[src/design/mef_pkg.sv]
// Shared constants, register codes and types for the motor encoder feedback tracker.
// No dependencies; every other design file refers to it by scoped names.
package mef_pkg;

  // Field widths
  localparam int unsigned ANGLE_W     = 13;
  localparam int unsigned SPEED_W     = 16;
  localparam int unsigned TURN_W      = 24;
  localparam int unsigned ANGLE_OUT_W = 48;
  localparam int unsigned RATE_W      = 51;
  localparam int unsigned SCALE_W     = 24;
  localparam int unsigned GAIN_W      = 32;
  localparam int unsigned POS_W       = TURN_W + ANGLE_W + 1;
  localparam int unsigned CFG_IDX_W   = 2;
  localparam int unsigned CFG_DATA_W  = 32;

  // Default averaging window length
  localparam int unsigned WINDOW_LEN_DEFAULT = 8;

  // Register reset values
  localparam logic [ANGLE_W-1:0] WRAP_FWD_RST  = 13'd3000;
  localparam logic [ANGLE_W-1:0] WRAP_BACK_RST = 13'd3000;
  localparam logic [SCALE_W-1:0] TURN_SCALE_RST = 24'd92160;
  localparam logic [GAIN_W-1:0]  RATE_GAIN_RST  = 32'd65536;

  // Register indexes
  localparam logic [CFG_IDX_W-1:0] REG_WRAP_FWD  = 2'd0;
  localparam logic [CFG_IDX_W-1:0] REG_WRAP_BACK = 2'd1;
  localparam logic [CFG_IDX_W-1:0] REG_TURN_SCALE = 2'd2;
  localparam logic [CFG_IDX_W-1:0] REG_RATE_GAIN  = 2'd3;

  // Commands
  localparam logic CMD_SAMPLE  = 1'b0;
  localparam logic CMD_CAPTURE = 1'b1;

  // Wrap thresholds handed to the unwrap logic
  typedef struct packed {
    logic [ANGLE_W-1:0] fwd;
    logic [ANGLE_W-1:0] back;
  } thr_t;

  // Finished fields that ride alongside the divider chain
  typedef struct packed {
    logic [TURN_W-1:0]             turn;
    logic signed [ANGLE_OUT_W-1:0] angle;
    logic signed [SPEED_W-1:0]     speed;
    logic signed [SPEED_W-1:0]     current;
    logic                          neg;
  } side_t;

endpackage

[src/design/mef_unwrap.sv]
// Turn unwrap, zero capture and speed window of the feedback tracker.
// Depends on mef_pkg for widths, command codes and the threshold struct.
module mef_unwrap #(
  parameter int unsigned WINDOW_LEN = mef_pkg::WINDOW_LEN_DEFAULT,
  localparam int unsigned SUM_W = mef_pkg::SPEED_W + $clog2(WINDOW_LEN)
) (
  input  logic                                    clk_i,
  input  logic                                    rst_ni,
  input  logic                                    load_i,
  input  logic                                    command_i,
  input  logic [mef_pkg::ANGLE_W-1:0]             angle_i,
  input  logic signed [mef_pkg::SPEED_W-1:0]      speed_i,
  input  mef_pkg::thr_t                           thr_i,
  output logic [mef_pkg::TURN_W-1:0]              turn_o,
  output logic signed [mef_pkg::POS_W-1:0]        pos_sum_o,
  output logic signed [SUM_W-1:0]                 sum_o
);

  logic [mef_pkg::ANGLE_W-1:0]        zero_q, zero_d;
  logic [mef_pkg::ANGLE_W-1:0]        prev_q;
  logic [mef_pkg::TURN_W-1:0]         turn_q, turn_d;
  logic signed [mef_pkg::SPEED_W-1:0] win_q [WINDOW_LEN];
  logic signed [SUM_W-1:0]            sum_q, sum_d;
  logic                               sample;
  logic signed [mef_pkg::ANGLE_W:0]   diff;
  logic signed [mef_pkg::ANGLE_W:0]   offset;
  logic                               fwd_hit, back_hit;

  assign sample = (command_i == mef_pkg::CMD_SAMPLE);

  // Detect wrap jumps against the previous angle
  assign diff     = signed'({1'b0, angle_i}) - signed'({1'b0, prev_q});
  assign fwd_hit  = diff >= signed'({1'b0, thr_i.fwd});
  assign back_hit = diff <= -signed'({1'b0, thr_i.back});

  // Next turn count, zero angle and window sum
  always_comb begin
    turn_d = turn_q;
    zero_d = zero_q;
    sum_d  = sum_q;
    if (sample) begin
      turn_d = turn_q + mef_pkg::TURN_W'(back_hit) - mef_pkg::TURN_W'(fwd_hit);
      sum_d  = sum_q - SUM_W'(win_q[WINDOW_LEN-1]) + SUM_W'(speed_i);
    end else begin
      zero_d = angle_i;
    end
  end

  // Multi-turn position before scaling
  assign offset    = signed'({1'b0, angle_i}) - signed'({1'b0, zero_d});
  assign pos_sum_o = signed'({turn_d[mef_pkg::TURN_W-1], turn_d, {mef_pkg::ANGLE_W{1'b0}}})
                     + mef_pkg::POS_W'(offset);
  assign turn_o    = turn_d;
  assign sum_o     = sum_d;

  // Hold state; the window shifts one tap per sample, oldest at the tail
  always_ff @(posedge clk_i or negedge rst_ni) begin
    if (!rst_ni) begin
      zero_q <= '0;
      prev_q <= '0;
      turn_q <= '0;
      sum_q  <= '0;
      for (int i = 0; i < WINDOW_LEN; i++) begin
        win_q[i] <= '0;
      end
    end else if (load_i) begin
      zero_q <= zero_d;
      prev_q <= angle_i;
      turn_q <= turn_d;
      sum_q  <= sum_d;
      if (sample) begin
        win_q[0] <= speed_i;
        for (int i = 1; i < WINDOW_LEN; i++) begin
          win_q[i] <= win_q[i-1];
        end
      end
    end
  end

  // Turn count moves by at most one per item
  a_turn_step: assert property (@(posedge clk_i) disable iff (!rst_ni)
    load_i |=> (turn_q == $past(turn_q) || turn_q == $past(turn_q) + 24'd1 ||
                turn_q == $past(turn_q) - 24'd1))
    else $error("turn count jumped by more than one");

  // Capture leaves the window sum alone
  a_capture_sum: assert property (@(posedge clk_i) disable iff (!rst_ni)
    (load_i && !sample) |=> $stable(sum_q))
    else $error("capture changed the window sum");

  // Capture aligns previous angle with the new zero
  a_capture_zero: assert property (@(posedge clk_i) disable iff (!rst_ni)
    (load_i && !sample) |=> (prev_q == zero_q))
    else $error("capture did not align zero and previous angle");

endmodule

[config.mk]
export PLATFORM = sky130hd
export DESIGN_NAME = mef_unwrap
export DESIGN_NICKNAME = d
export VERILOG_FILES = /design/src/design/mef_pkg.sv /design/src/design/mef_unwrap.sv
export SDC_FILE = /design/constraint.sdc
export NUM_CORES = 1
export LEC_CHECK = 0
export ABC_AREA = 0
export BUFFER_PORTS_ARGS = -buffer_cell sky130_fd_sc_hd__buf_4
export CAP_MARGIN = 20
export CELL_PAD_IN_SITES_DETAIL_PLACEMENT = 0
export CELL_PAD_IN_SITES_GLOBAL_PLACEMENT = 2
export CORE_MARGIN = 2
export CORE_UTILIZATION = 36
export DETAILED_ROUTE_END_ITERATION = 8
export MAX_ROUTING_LAYER = met4
export PLACE_DENSITY_LB_ADDON = 0.1
export SLEW_MARGIN = 25
export SYNTH_ARGS = -nofsm -noshare
export SYNTH_HDL_FRONTEND = slang
export SYNTH_SLANG_ARGS = --single-unit
[constraint.sdc]
create_clock -name clk_i -period 11.1 [get_ports clk_i]
set_input_delay 1.11 -clock clk_i [delete_from_list [all_inputs] [get_ports clk_i]]
set_output_delay 1.11 -clock clk_i [all_outputs]
set_load 0.02 [all_outputs]
==> impl_metrics.py <==
metrics = {
    "status": {
        "outcome": "completed",
    },
    "setup_path": {
        "cp_data_required_time_ps": 9990,
        "end_kind": "output port",
        "crit_type": "input port to output port",
        "cpPeakStageDelay_ps": 480,
        "r2r-end": "turn_q[20]",
        "reg2reg_from": "prev_q[0]",
        "reg2reg_slack_ps": 4740,
        "cpMaxStageDelayCell": "a2111oi_0",
        "crit_arrival_ps": 8670,
        "critPathLaunchType": "input port",
        "worst-r2r-cell-count": 28,
        "critPathMaxFanout": 5,
    },
    "cts": {
        "clock_latency_ps": 450,
        "clock-root-buffer": "clkbuf_16",
        "clock_path_buffers": 2,
        "numCtsBuffers": 17,
        "cts_tree": "done",
        "clk_pin_slew_worst_paths_ps": 80,
        "hold_buffers": 0,
        "htree_num_levels": 4,
        "ctsResizeCount": 0,
        "post-cts-setup-buffers": 0,
        "cts_sinks": 197,
    },
    "timing": {
        "setup_viol": 0,
        "max_freq_mhz": 102.2,
        "slew_headroom_pct": 37.54,
        "period_share_pct": 88.13,
        "worst_clock_skew_ps": 10.64,
        "tns_ps": 0,
        "slew_viol_final": 0,
        "hold_viol": 0,
        "rsz0062_at_grt": "false",
        "finalCriticalPeriod_ps": 9783,
        "worst_pin_slew_ps": 936.9,
    },
    "layout": {
        "drive_gt1_share_pct": 11.28,
        "final_net_count": 1990,
        "area_delta_synth_final_pct": 15.15,
        "antennaDiodeCount": 0,
    },
    "yosys": {
        "ys_ff_latch": 197,
        "avgSynthCellArea_sq_um": 8.146,
        "synth_nets": 1884,
        "synth_warnings": 0,
        "synth_edf_count": 0,
        "ys.flop_type": "dfrtp_1",
        "synth_area_sq_um": 13690,
        "synth_top_cell_area_share_pct": 36.00,
        "synth.area.top_cells": "dfrtp_1 36%, nand2_1 13%, ha_1 11%",
        "synth_area_leader_cell": "dfrtp_1",
        "syn_inst": 1681,
        "yosysSeqAreaShare_pct": 36.00,
        "async_flop_share_pct": 100.0,
        "yosysUniqueCellTypes": 64,
    },
    "routing": {
        "post-route-drc-count": 0,
        "vias": 11140,
        "drt_first_pass_iters": 5,
        "drt_iter0_markers": 587,
        "vias_per_cell": 4.823,
        "wl_per_cell_um": 14.71,
        "routed_wl_mm": 33.99,
        "antenna_left": 0,
    },
    "place": {
        "dp_hpwl_mm": 24.84,
        "gp_congestion": 0.8323,
        "io_buffers": 139,
    },
    "worst_hold_path": {
        "holdPathStages": 2,
        "min_from": "win_q[77]",
        "holdPathEnd": "win_q[61]",
        "hp-class": "flip-flop to flip-flop",
    },
    "job": {
        "max_cap_viol_count": 0,
    },
    "floorplanning": {
        "dieWidth_um": 199.0,
        "start_util_pct": 36.44,
        "fp.dieArea_sq_um": 39610,
        "row_count": 71,
        "core_area_sq_um": 37580,
        "die_y_um": 199.0,
        "io-pin-count": 140,
    },
    "grt": {
        "grtUsageTotal_pct": 18.32,
        "grt_pass1_wl_mm": 56.06,
        "grt_max_degree": 131,
        "grt_antenna_before_repair": 0,
        "grt-ovfl-total": 0,
        "grt_pass1_vias": 10690,
    },
}
## cells in the mapped netlist, types with 22 or more instances
cell type  count
fa_1          22
dfrtp_1      197
nand2_1      478
a21oi_1       84
xnor2_1       55
nor2_1        70
o21ai_0      138
nor3_1        22
clkbuf_1      43
xor2_1        34
inv_1        147
ha_1         122
a21o_1        39
## worst max-delay path: cells and delay by family
kind	cells	cell delay [ps]
fa+ha+maj	7	2040
mux	1	290
compound gates	17	3800
simple gates	6	640
buf+inv	5	420
xor+xnor	2	350
## final cells by class
| class | count | area, sq um |
|---|---|---|
| Fill cell | 3862 | 21810 |
| Multi-Input combinational cell | 1278 | 7983 |
| Clock inverter | 11 | 118.9 |
| Tap cell | 511 | 639.4 |
| Sequential cell | 197 | 4930 |
| Clock buffer | 20 | 446.7 |
| Inverter | 148 | 555.5 |
| Timing Repair Buffer | 145 | 1095 |
## layer usage
metal	track usage (%)	share of wire, %	up-vias
li1	-	-	5806
met1	25.95	52	5198
met2	27.75	44	118
met3	3.204	2.8	20
met4	3.068	0.79	0
met5	-	0	-
## cells by family after synthesis
family          synth area share [%]
xor+xnor                       5.693
compound gates                 16.28
mux                            2.120
fa+ha+maj                      14.36
flops                          36.00
buf+inv                        5.857
simple gates                   19.68
## how the worst max path moves through the flow
stage                     startpoint            end  slack [ps]  cells past startpoint
after floorplan           angle_i[0]  pos_sum_o[36]        2020                     36
after global placement    angle_i[0]  pos_sum_o[31]        1500                     38
after detailed placement  angle_i[0]  pos_sum_o[31]        1410                     38
after CTS                 angle_i[0]  pos_sum_o[31]        1340                     38
after global routing      angle_i[0]  pos_sum_o[31]         600                     38
final                     angle_i[0]  pos_sum_o[31]        1320                     38
## flip-flops by register name, indices dropped and copies added (netlist names)
| name | flops |
|---|---|
| prev_q | 13 |
| sum_q | 19 |
| turn_q | 24 |
| win_q | 128 |
| zero_q | 13 |
## placed cells by master, fill, tap and decap left out, drive strengths merged, types with 41 or more instances in the layout
cell type,synthesis,layout
o21ai,139,139
dfrtp,197,197
a21o,41,41
ha,122,122
buf,13,144
nand2,479,479
xnor2,55,55
nor2,70,70
inv,148,152
a21oi,84,84
## through the flow
stage	instance area, sq um	utilization [%]	cells	worst slack [ps]	hold WS (ps)
2_1_floorplan	13690	-	1681	2017	438.6
3_3_place_gp	15200	40.46	2279	1503	447.3
3_5_place_dp	15200	40.46	2279	1407	446.6
4_1_cts	15770	41.96	2310	1340	464.4
5_1_grt	15770	41.96	2310	599.0	487.6
6_report	15770	41.96	2310	1317	457.4
Power is left out: the tool's default activity adds up to more than one toggle a clock period on the data nets, which glitch-free logic cannot reach.
